`src/dtt_pkg.sv`:
```
`default_nettype none

package dtt_pkg;

  localparam int SLOTS_DEF     = 16;
  localparam int TIME_BITS_DEF = 32;
  localparam int ADDR_SLOTS    = 16;

  localparam logic [1:0] CMD_ADD  = 2'd0;
  localparam logic [1:0] CMD_DEL  = 2'd1;
  localparam logic [1:0] CMD_TICK = 2'd2;

  localparam logic [1:0] KIND_ADD = 2'd0;
  localparam logic [1:0] KIND_DEL = 2'd1;
  localparam logic [1:0] KIND_EXP = 2'd2;

  localparam logic [1:0] STAT_OK    = 2'd0;
  localparam logic [1:0] STAT_ARMED = 2'd1;
  localparam logic [1:0] STAT_FREE  = 2'd2;

  typedef enum logic [2:0] {
    ST_IDLE,
    ST_SCAN,
    ST_SEARCH,
    ST_RD,
    ST_WB
  } state_t;

endpackage

`default_nettype wire

```
`src/deadline_timer_table_core.sv`:
```
// deadline timer table: SLOTS timer slots kept in one synchronous memory
// holding {one_shot, interval, deadline} per slot; valid bits sit in flops.
// input channel (in_*): one item per command: add, delete or tick.
// result channel (out_*): add and delete give one acknowledge item each,
// a tick gives one expiry item per due slot, oldest deadline first, ties to
// the lower slot; out_tlast marks the final item of a command.
// add and delete are done in the idle state; the acknowledge is registered and shows
// on the next cycle.
// a tick first reads every addressable slot from the memory (one read per
// cycle), then for each expiry makes a pass over the captured ages to pick
// the oldest, a memory read and a write-back of the re-armed deadline (a
// one-shot slot is freed instead). SCAN is the number of addressable slots, min(SLOTS, 16).
// a command 3 is accepted and dropped with no result.
// reset clears the tick counter, all valid bits and the output valid flag.
// when the receiver stalls, the result is held in the output register and
// the block waits; no new item is taken until the previous one is done.
`default_nettype none

module deadline_timer_table_core #(
  parameter int SLOTS     = dtt_pkg::SLOTS_DEF,
  parameter int TIME_BITS = dtt_pkg::TIME_BITS_DEF
) (
  input  wire logic        clk,
  input  wire logic        rst_n,
  input  wire logic        in_tvalid,
  output logic             in_tready,
  // command[1:0], slot_id[5:2], interval[21:6], one_shot[22], zero[23]
  input  wire logic [23:0] in_tdata,
  output logic             out_tvalid,
  input  wire logic        out_tready,
  // status[1:0], timer_slot[5:2], was_periodic[6], zero[7]
  output logic [7:0]       out_tdata,
  // kind[1:0]
  output logic [1:0]       out_tuser,
  output logic             out_tlast
);

  localparam int IW   = (SLOTS > 1) ? $clog2(SLOTS) : 1;
  localparam int SCAN = (SLOTS < dtt_pkg::ADDR_SLOTS) ? SLOTS : dtt_pkg::ADDR_SLOTS;
  localparam int TB   = TIME_BITS;
  localparam int EW   = 1 + 16 + TB;

  logic [1:0]  in_cmd;
  logic [3:0]  in_sid;
  logic [15:0] in_ivl;
  logic        in_once;
  assign in_cmd  = in_tdata[1:0];
  assign in_sid  = in_tdata[5:2];
  assign in_ivl  = in_tdata[21:6];
  assign in_once = in_tdata[22];

  dtt_pkg::state_t state_r, state_nxt;

  logic [TB-1:0]   now_r, now_nxt;
  logic [SLOTS-1:0] valid_r, valid_nxt;
  logic [IW:0]     cnt_r, cnt_nxt;
  logic [IW:0]     due_cnt_r, due_cnt_nxt;
  logic [SCAN-1:0] due_r, due_nxt;
  logic [TB-2:0]   age_r [SCAN];
  logic [TB-2:0]   age_nxt [SCAN];
  logic [TB-2:0]   best_age_r, best_age_nxt;
  logic [IW-1:0]   best_idx_r, best_idx_nxt;
  logic            found_r, found_nxt;

  logic            out_valid_r, out_valid_nxt;
  logic [1:0]      out_kind_r, out_kind_nxt;
  logic [1:0]      out_stat_r, out_stat_nxt;
  logic [3:0]      out_slot_r, out_slot_nxt;
  logic            out_per_r, out_per_nxt;
  logic            out_last_r, out_last_nxt;

  logic [EW-1:0]   slot_mem_r [SLOTS];
  logic [EW-1:0]   rdata_r;
  logic [IW-1:0]   rd_addr;
  logic            mem_we;
  logic [IW-1:0]   mem_waddr;
  logic [EW-1:0]   mem_wdata;

  logic            out_free;
  logic            in_acc;
  logic [IW+3:0]   sid_w;
  logic            sid_ok;
  logic [IW-1:0]   sid_idx;
  logic [IW:0]     cm1;
  logic [IW-1:0]   pidx;
  logic [IW-1:0]   sidx;
  logic [TB-1:0]   diff;
  logic            rd_once;
  logic [15:0]     rd_ivl;

  assign out_free  = !out_valid_r || out_tready;
  assign in_tready = (state_r == dtt_pkg::ST_IDLE) && out_free;
  assign in_acc    = in_tvalid && in_tready;
  assign sid_w     = (IW + 4)'(in_sid);
  assign sid_ok    = sid_w < (IW + 4)'(SLOTS);
  assign sid_idx   = sid_w[IW-1:0];
  assign cm1       = cnt_r - 1'b1;
  assign pidx      = cm1[IW-1:0];
  assign sidx      = cnt_r[IW-1:0];
  assign diff      = now_r - rdata_r[TB-1:0];
  assign rd_once   = rdata_r[EW-1];
  assign rd_ivl    = rdata_r[TB+15:TB];
  assign rd_addr   = (state_r == dtt_pkg::ST_SCAN) ? sidx : best_idx_r;

  // slot memory, one write and one registered read per cycle
  always_ff @(posedge clk) begin
    if (mem_we) begin
      slot_mem_r[mem_waddr] <= mem_wdata;
    end
    rdata_r <= slot_mem_r[rd_addr];
  end

  // next state
  always_comb begin
    state_nxt = state_r;
    case (state_r)
      dtt_pkg::ST_IDLE: begin
        if (in_acc && in_cmd == dtt_pkg::CMD_TICK) state_nxt = dtt_pkg::ST_SCAN;
      end
      dtt_pkg::ST_SCAN: begin
        if (cnt_r == (IW + 1)'(SCAN)) begin
          state_nxt = (due_cnt_nxt == '0) ? dtt_pkg::ST_IDLE : dtt_pkg::ST_SEARCH;
        end
      end
      dtt_pkg::ST_SEARCH: begin
        if (cnt_r == (IW + 1)'(SCAN - 1)) state_nxt = dtt_pkg::ST_RD;
      end
      dtt_pkg::ST_RD: state_nxt = dtt_pkg::ST_WB;
      dtt_pkg::ST_WB: begin
        if (out_free) begin
          state_nxt = (due_cnt_r == (IW + 1)'(1)) ? dtt_pkg::ST_IDLE : dtt_pkg::ST_SEARCH;
        end
      end
      default: state_nxt = dtt_pkg::ST_IDLE;
    endcase
  end

  // datapath and outputs
  always_comb begin
    now_nxt       = now_r;
    valid_nxt     = valid_r;
    cnt_nxt       = cnt_r;
    due_cnt_nxt   = due_cnt_r;
    due_nxt       = due_r;
    age_nxt       = age_r;
    best_age_nxt  = best_age_r;
    best_idx_nxt  = best_idx_r;
    found_nxt     = found_r;
    out_valid_nxt = out_valid_r && !out_tready;
    out_kind_nxt  = out_kind_r;
    out_stat_nxt  = out_stat_r;
    out_slot_nxt  = out_slot_r;
    out_per_nxt   = out_per_r;
    out_last_nxt  = out_last_r;
    mem_we        = 1'b0;
    mem_waddr     = sid_idx;
    mem_wdata     = {in_once, in_ivl, now_r + TB'(in_ivl)};
    case (state_r)
      dtt_pkg::ST_IDLE: begin
        if (in_acc) begin
          out_slot_nxt = in_sid;
          out_per_nxt  = 1'b0;
          out_last_nxt = 1'b1;
          case (in_cmd)
            dtt_pkg::CMD_ADD: begin
              out_valid_nxt = 1'b1;
              out_kind_nxt  = dtt_pkg::KIND_ADD;
              if (!sid_ok) begin
                out_stat_nxt = dtt_pkg::STAT_FREE;
              end else if (valid_r[sid_idx]) begin
                out_stat_nxt = dtt_pkg::STAT_ARMED;
              end else begin
                out_stat_nxt       = dtt_pkg::STAT_OK;
                valid_nxt[sid_idx] = 1'b1;
                mem_we             = 1'b1;
              end
            end
            dtt_pkg::CMD_DEL: begin
              out_valid_nxt = 1'b1;
              out_kind_nxt  = dtt_pkg::KIND_DEL;
              if (sid_ok && valid_r[sid_idx]) begin
                out_stat_nxt       = dtt_pkg::STAT_OK;
                valid_nxt[sid_idx] = 1'b0;
              end else begin
                out_stat_nxt = dtt_pkg::STAT_FREE;
              end
            end
            dtt_pkg::CMD_TICK: begin
              now_nxt     = now_r + 1'b1;
              cnt_nxt     = '0;
              due_cnt_nxt = '0;
            end
            default: ;
          endcase
        end
      end
      dtt_pkg::ST_SCAN: begin
        // data of the slot read in the previous cycle
        if (cnt_r != '0) begin
          if (valid_r[pidx] && !diff[TB-1]) begin
            due_nxt[pidx] = 1'b1;
            age_nxt[pidx] = diff[TB-2:0];
            due_cnt_nxt   = due_cnt_r + 1'b1;
          end else begin
            due_nxt[pidx] = 1'b0;
          end
        end
        cnt_nxt = cnt_r + 1'b1;
        if (cnt_r == (IW + 1)'(SCAN)) begin
          cnt_nxt   = '0;
          found_nxt = 1'b0;
        end
      end
      dtt_pkg::ST_SEARCH: begin
        // strict compare keeps the lower slot on equal age
        if (due_r[sidx] && (!found_r || age_r[sidx] > best_age_r)) begin
          found_nxt    = 1'b1;
          best_age_nxt = age_r[sidx];
          best_idx_nxt = sidx;
        end
        cnt_nxt = cnt_r + 1'b1;
      end
      dtt_pkg::ST_RD: ;
      dtt_pkg::ST_WB: begin
        if (out_free) begin
          out_valid_nxt = 1'b1;
          out_kind_nxt  = dtt_pkg::KIND_EXP;
          out_stat_nxt  = dtt_pkg::STAT_OK;
          out_slot_nxt  = 4'(best_idx_r);
          out_per_nxt   = !rd_once;
          out_last_nxt  = (due_cnt_r == (IW + 1)'(1));
          due_cnt_nxt   = due_cnt_r - 1'b1;
          due_nxt[best_idx_r] = 1'b0;
          cnt_nxt       = '0;
          found_nxt     = 1'b0;
          if (rd_once) begin
            valid_nxt[best_idx_r] = 1'b0;
          end else begin
            mem_we    = 1'b1;
            mem_waddr = best_idx_r;
            mem_wdata = {rd_once, rd_ivl, now_r + TB'(rd_ivl)};
          end
        end
      end
      default: ;
    endcase
  end

  always_ff @(posedge clk) begin
    if (!rst_n) begin
      state_r     <= dtt_pkg::ST_IDLE;
      now_r       <= '0;
      valid_r     <= '0;
      cnt_r       <= '0;
      due_cnt_r   <= '0;
      due_r       <= '0;
      found_r     <= 1'b0;
      out_valid_r <= 1'b0;
    end else begin
      state_r     <= state_nxt;
      now_r       <= now_nxt;
      valid_r     <= valid_nxt;
      cnt_r       <= cnt_nxt;
      due_cnt_r   <= due_cnt_nxt;
      due_r       <= due_nxt;
      found_r     <= found_nxt;
      out_valid_r <= out_valid_nxt;
    end
  end

  always_ff @(posedge clk) begin
    age_r      <= age_nxt;
    best_age_r <= best_age_nxt;
    best_idx_r <= best_idx_nxt;
    out_kind_r <= out_kind_nxt;
    out_stat_r <= out_stat_nxt;
    out_slot_r <= out_slot_nxt;
    out_per_r  <= out_per_nxt;
    out_last_r <= out_last_nxt;
  end

  assign out_tvalid = out_valid_r;
  assign out_tdata  = {1'b0, out_per_r, out_slot_r, out_stat_r};
  assign out_tuser  = out_kind_r;
  assign out_tlast  = out_last_r;

`ifndef SYNTHESIS
  a_search_has_due: assert property (@(posedge clk) disable iff (!rst_n)
    state_r == dtt_pkg::ST_SEARCH |-> due_cnt_r != '0)
    else $error("search pass with no due slot");

  a_wb_emits: assert property (@(posedge clk) disable iff (!rst_n)
    (state_r == dtt_pkg::ST_WB && !out_valid_r) |=> out_valid_r)
    else $error("expiry not emitted");

  a_exp_ok: assert property (@(posedge clk) disable iff (!rst_n)
    (out_valid_r && out_kind_r == dtt_pkg::KIND_EXP) |-> out_stat_r == dtt_pkg::STAT_OK)
    else $error("expiry with bad status");
`endif

endmodule

`default_nettype wire
```
`config.mk`:
```
export PLATFORM = sky130hd
export DESIGN_NAME = deadline_timer_table_core
export DESIGN_NICKNAME = d
export VERILOG_FILES = /design/src/dtt_pkg.sv /design/src/deadline_timer_table_core.sv
export SDC_FILE = /design/constraint.sdc
export NUM_CORES = 2
export LEC_CHECK = 0
export BUFFER_PORTS_ARGS = -buffer_cell sky130_fd_sc_hd__clkbuf_2
export CAP_MARGIN = 20
export CORE_MARGIN = 8
export CORE_UTILIZATION = 30
export DETAILED_ROUTE_END_ITERATION = 8
export RECOVER_POWER = 50
export SYNTH_ARGS = -nofsm -noshare
export SYNTH_HDL_FRONTEND = slang
export SYNTH_SLANG_ARGS = --single-unit
```
`constraint.sdc`:
```
create_clock -name clk -period 12.7 [get_ports clk]
set_clock_uncertainty 0.1 [all_clocks]
set_input_delay 1.27 -clock clk [delete_from_list [all_inputs] [get_ports clk]]
set_output_delay 1.27 -clock clk [all_outputs]
set_load 0.03 [all_outputs]
```
# Word-level counts from Yosys, hierarchy flattened
# Memories as Yosys holds them, arrays and structs flattened. A register that Yosys moved wholly into a read port is not among the register bits.
# Cells that the tools add are included.
# op_classes
n_eq_ne,22
order_cmp,12
addsub,8
bitwise,11
n_mux,92
n_reduce_logical,37
# ops
op,n
bitwise mux 496 bit,1
2-to-1 mux 49 bit,3
2-to-1 mux 16 bit,9
binary-select mux 31 bit (select 4 bit),1
demux 31 bit (select 4 bit),1
one-hot mux 16 bit (2 select lines),3
2-to-1 mux 31 bit,3
adder 32 x 16 -> 32 bit,2
bitwise AND 16 bit,4
NOT 16 bit,3
2-to-1 mux 5 bit,9
"adder 32 x 1 -> 32 bit, second input constant",1
bitwise OR 16 bit,2
subtractor 32 bit,1
greater-than comparator 31 bit,1
"< comparator 4 x 5 -> 1 bit, second input constant",5
2-to-1 mux 1 bit,25
2-to-1 mux 4 bit,6
one-hot mux 5 bit (4 select lines),1
2-to-1 mux 2 bit,8
one-hot mux 2 bit (2 select lines),4
AND reduction 4 bit,4
one-hot mux 3 bit (5 select lines),1
one-hot mux 5 bit (3 select lines),1
other kinds (39),83
# word_totals
n_memories,1
regBits,620
mem_bits_rw,784
output_inout_bits,13
wordCells,214
input_bits,28
# mem_list
name,depth,word_bits,read_ports,rd_clocked_by_memory_dff,write_ports,line,text
slot_mem_r,16,49,1,1,1,deadline_timer_table_core.sv:72,logic [EW-1:0] slot_mem_r [SLOTS];

# Longest topological paths before layout
# logic_depth
word_depth,11
mapped_depth,17
mapped_depth_nobuf,14

# Worst setup path after synthesis
# Ideal clock, no wire load.
# synth_path
path_kind,reg-to-reg
start,register cnt_r[0]
end,"register best_age_r[0], enable pin"
synth_period_minus_slack_ns,10.091
slack_ns,2.609
arrival_ns,9.375
n_path_buf,4
path_stages_with_launch,18
cell_sequence,dfxtp_1 buf_4 clkbuf_1 buf_2 buf_1 mux4_2 mux4_2 ha_1 nor2b_1 o21a_1 o21a_1 o21a_1 o21ai_0 nand2b_1 a21oi_1 o21ai_0 nand2_1 a2111oi_0
# synth_via
elab_chain_cells,8
# synth_lines
element,line,text
start: declaration,deadline_timer_table_core.sv:56,"logic [IW:0] cnt_r, cnt_nxt;"
start signal: assignment,deadline_timer_table_core.sv:263,cnt_r <= cnt_nxt;
NOT 4 -> 5 bit (implied by the code),deadline_timer_table_core.sv:216,if (due_r[sidx] && (!found_r || age_r[sidx] > best_age_r)) begin
binary-select mux 31 bit (select 4 bit),deadline_timer_table_core.sv:216,
2-to-1 mux 31 bit (implied by the code) (2 in series),deadline_timer_table_core.sv:216,
greater-than comparator 31 bit,deadline_timer_table_core.sv:216,
logical OR 1 bit,deadline_timer_table_core.sv:216,
logical AND 1 bit *,deadline_timer_table_core.sv:216,
AND reduction 2 bit (no source line) *,n/a,
end signal: assignment,deadline_timer_table_core.sv:273,best_age_r <= best_age_nxt;
end: declaration,deadline_timer_table_core.sv:61,"logic [TB-2:0] best_age_r, best_age_nxt;"
# Mark *: on every way between the ends. The rest lies on a longest branch, timed or not. The select of a mux whose other input is x is not followed.
# A chain may end at the register's enable or synchronous reset.

# Worst setup path in the final report
# layout_path
start,register cnt_r[0]
end,"register best_age_r[17], enable pin"
# The elaborated chain is that of the path after synthesis.

==> results.md <==
* Final Util at 34.2%
* Area Growth Syn to Fin at 13.3%
* Clk slew on worst S/H paths at 60 ps
* Initial Utilization at 30.2%
* Cell types with the highest counts after synthesis: edfxtp_1 (1325), nand2_1 (517), a211oi_1 (255)
* Worst EP required at 13010 ps
* Post-CTS sizing at 0
* Post-CTS setup buffer count at 0
* Die height at 467 microns
* Post-layout min period at 7820 ps
* Routed length per instance at 21.2 microns
* Critical path class: reg2reg
* R2R Path End: best_age_r[17]
* Gr usage total at 13.1%
* Routed wire length at 148 mm
* Longest Clk Path Bufs at 3
* Vias in the first global route at 34389
* CP Launch Point: cnt_r[0]
* CP Capture Type: flip-flop
* Crit share post-route at 61.6%
* Row count at 165
* Post-synthesis register bit count at 1453
* Yosys cell types at 70
* Area leader, netlist: edfxtp_1
* Hold Slack at 414 ps
* RSZ-0062 raised after global routing: no
* Maxcap violations at 19
* HP Class: reg2reg
* Routed Antenna Nets at 0
* Root buffer cell: clkbuf_16
* 1st-pass router iterations at 5
* First-pass GRT wire length at 219 mm
* Top-area cell type share of the netlist area at 65.3%
* Via count at 35091
* Final HPWL DP at 79.2 mm
* Asr flop ratio synth at 0%
* DRC at 0
* Reg2Reg Setup Slack at 4880 ps
* Skew-Pair Late Insertion Delay at 770 ps
* Top post-synthesis cells by area: edfxtp_1 (65%), mux4_2 (6.3%), dfxtp_1 (4.2%)
* PortBufs at 38
* Core Region at 202000 sq um
* End of the critical path: best_age_r[17]
* Worst slack, placed at 6400 ps
* CTS Hold Buffers Added at 0
* VDD IR-drop max at 0.113 mV
* Antenna violations before repair at 3
* Ports at 41
* Final Setup Violations at 0
* DIE AREA at 218000 sq um
* Violated checks: capacitance limit, slew limit
* CTS buffer count at 143
* Max frequency at 128 MHz
* Top_reg_cell synth: edfxtp_1
* Max-slew violations at 630
* FF-to-FF Start: cnt_r[0]
* Hold Vio Cnt, Final at 0
* Share of layout cells above drive strength 1 at 11.9%
* Synth Net Count at 4261
* Post-route setup slack at 4880 ps
* Gpl congestion at 0.810
* Crit Path Max Fanout at 36
* Count leader, synth: edfxtp_1
* Worst rel slew slack at -176%
* Worst slew pin tran at 4140 ps
* Largest net degree at the start of global routing at 209
* DR iter-0 viols at 3480
* Outcome: finished with violations
* Synth Instances at 4125
* TritonCTS clock tree: done
* Chip width at 467 microns
* Seq/Total Area, Yosys at 69.5%
* Mean Syn Cell Area at 14.8 sq um
* PD cells at 155 nW/um^2
* EDFF count, synth at 1325
* Worst EP arrival at 8130 ps
* Reported leakage power at 22.7 nW
* Worst-case reg-to-reg path depth at 15
* Mapped cell area at 60900 sq um
* Setup TNS at 0 ps
* CP Launch Type: flip-flop
* Vias per inst at 5.02
* Final nets at 4325
* GRT overflow at 0
* CTS Sinks at 1453
* YS warnings at 0
* H-tree lvl count at 4
==> flip-flops by register name, indices dropped and copies added (netlist names), 5 cells and up, named ones only <==
register    flops
age_r         496
best_age_r     31
cnt_r           5
due_cnt_r       5
now_r          32
rdata_r        49
slot_mem_r    784
==> logic make-up (layout without fill, tap and decap cells) <==
kind of cell	count (synthesis)	in the layout	synth area share, %
muxes	175	175	6.37
other	1	3	0.00616
AOI/OAI and AO/OA	860	860	9.66
adders and majority gates	108	108	2.26
and+or+nand+nor	1096	1096	8.64
xor gates and xnor gates	101	101	1.45
buffers and inverters	331	517	2.08
DFF	1453	1453	69.5
==> metrics by stage <==
step | cell area (sq um) | std cells | power [mW]
floorplan | 60900 | 4125 | 6.26
global route | 69000 | 6984 | 11.0
global placement | 64600 | 6690 | 6.62
detailed placement | 64600 | 6694 | 6.64
finish | 69000 | 6985 | 10.7
CTS | 69200 | 6961 | 10.8
==> layer usage <==
metal / vias to the layer above / GRT usage, % / wire, microns
met5: - / 0 / 0
met4: 0 / 3.94 / 3210
met3: 192 / 1.96 / 8200
met2: 916 / 21.4 / 69900
met1: 17925 / 18.1 / 66600
li1: 16058 / - / -
==> worst min path at each step <==
stage / startpoint / cells after the start / slack [ps] / endpoint
after global placement: cnt_r[4] / 2 / 400 / cnt_r[4]
after floorplan: cnt_r[3] / 0 / 350 / best_idx_r[3]
final: cnt_r[4] / 2 / 410 / cnt_r[4]
after global routing: cnt_r[4] / 2 / 450 / cnt_r[4]
after CTS: cnt_r[4] / 2 / 410 / cnt_r[4]
after detailed placement: cnt_r[4] / 2 / 410 / cnt_r[4]
==> cell type report <==
cell class                      count  area [sq um]
Fill cell                       19434        133000
Multi-Input combinational cell   2341         17400
Timing Repair Buffer              159           943
Tap cell                         2672          3340
Inverter                           91           342
Clock buffer                      184          3880
Sequential cell                  1453         42400
Antenna cell                        2          5.00
Clock inverter                     83           672
==> report_power, final <==
part,internal (mW),leakage [nW],total [mW],switching [mW]
clock network,2.32,2.23,4.15,1.83
registers,5.44,13.6,5.49,0.0514
logic,0.337,6.86,1.03,0.693
==> worst max-delay path: stages, from the launching register on <==
cell       delay, ps
dfxtp_1         1490
clkbuf_1        2280
mux4_2           720
mux4_2           530
ha_1             310
nor2b_1          130
o21a_1           110
o21a_1           100
o21a_1           120
o21ai_0           80
nand2b_1          70
a21oi_1           60
o21ai_0          310
nand2_1          110
a2111oi_2        420
buf_4            460
==> placed cells by master, fill, tap and decap left out, drive strengths merged, types with 10 or more instances in the layout <==
cell,count
edfxtp,1325
nand2,517
clkbuf,283
a211oi,255
and2,246
a21oi,186
mux4,170
dfxtp,128
nor2,119
a31oi,111
ha,105
a311oi,101
inv,101
xnor2,70
clkinv,62
buf,60
o21ai,55
o21a,51
nor2b,37
a21o,36
nor3,35
nand3,34
xor2,31
and3,31
nand2b,22
nand4,19
a22oi,12
or3,11
a21boi,10
Power figures use the tool's default switching activity.
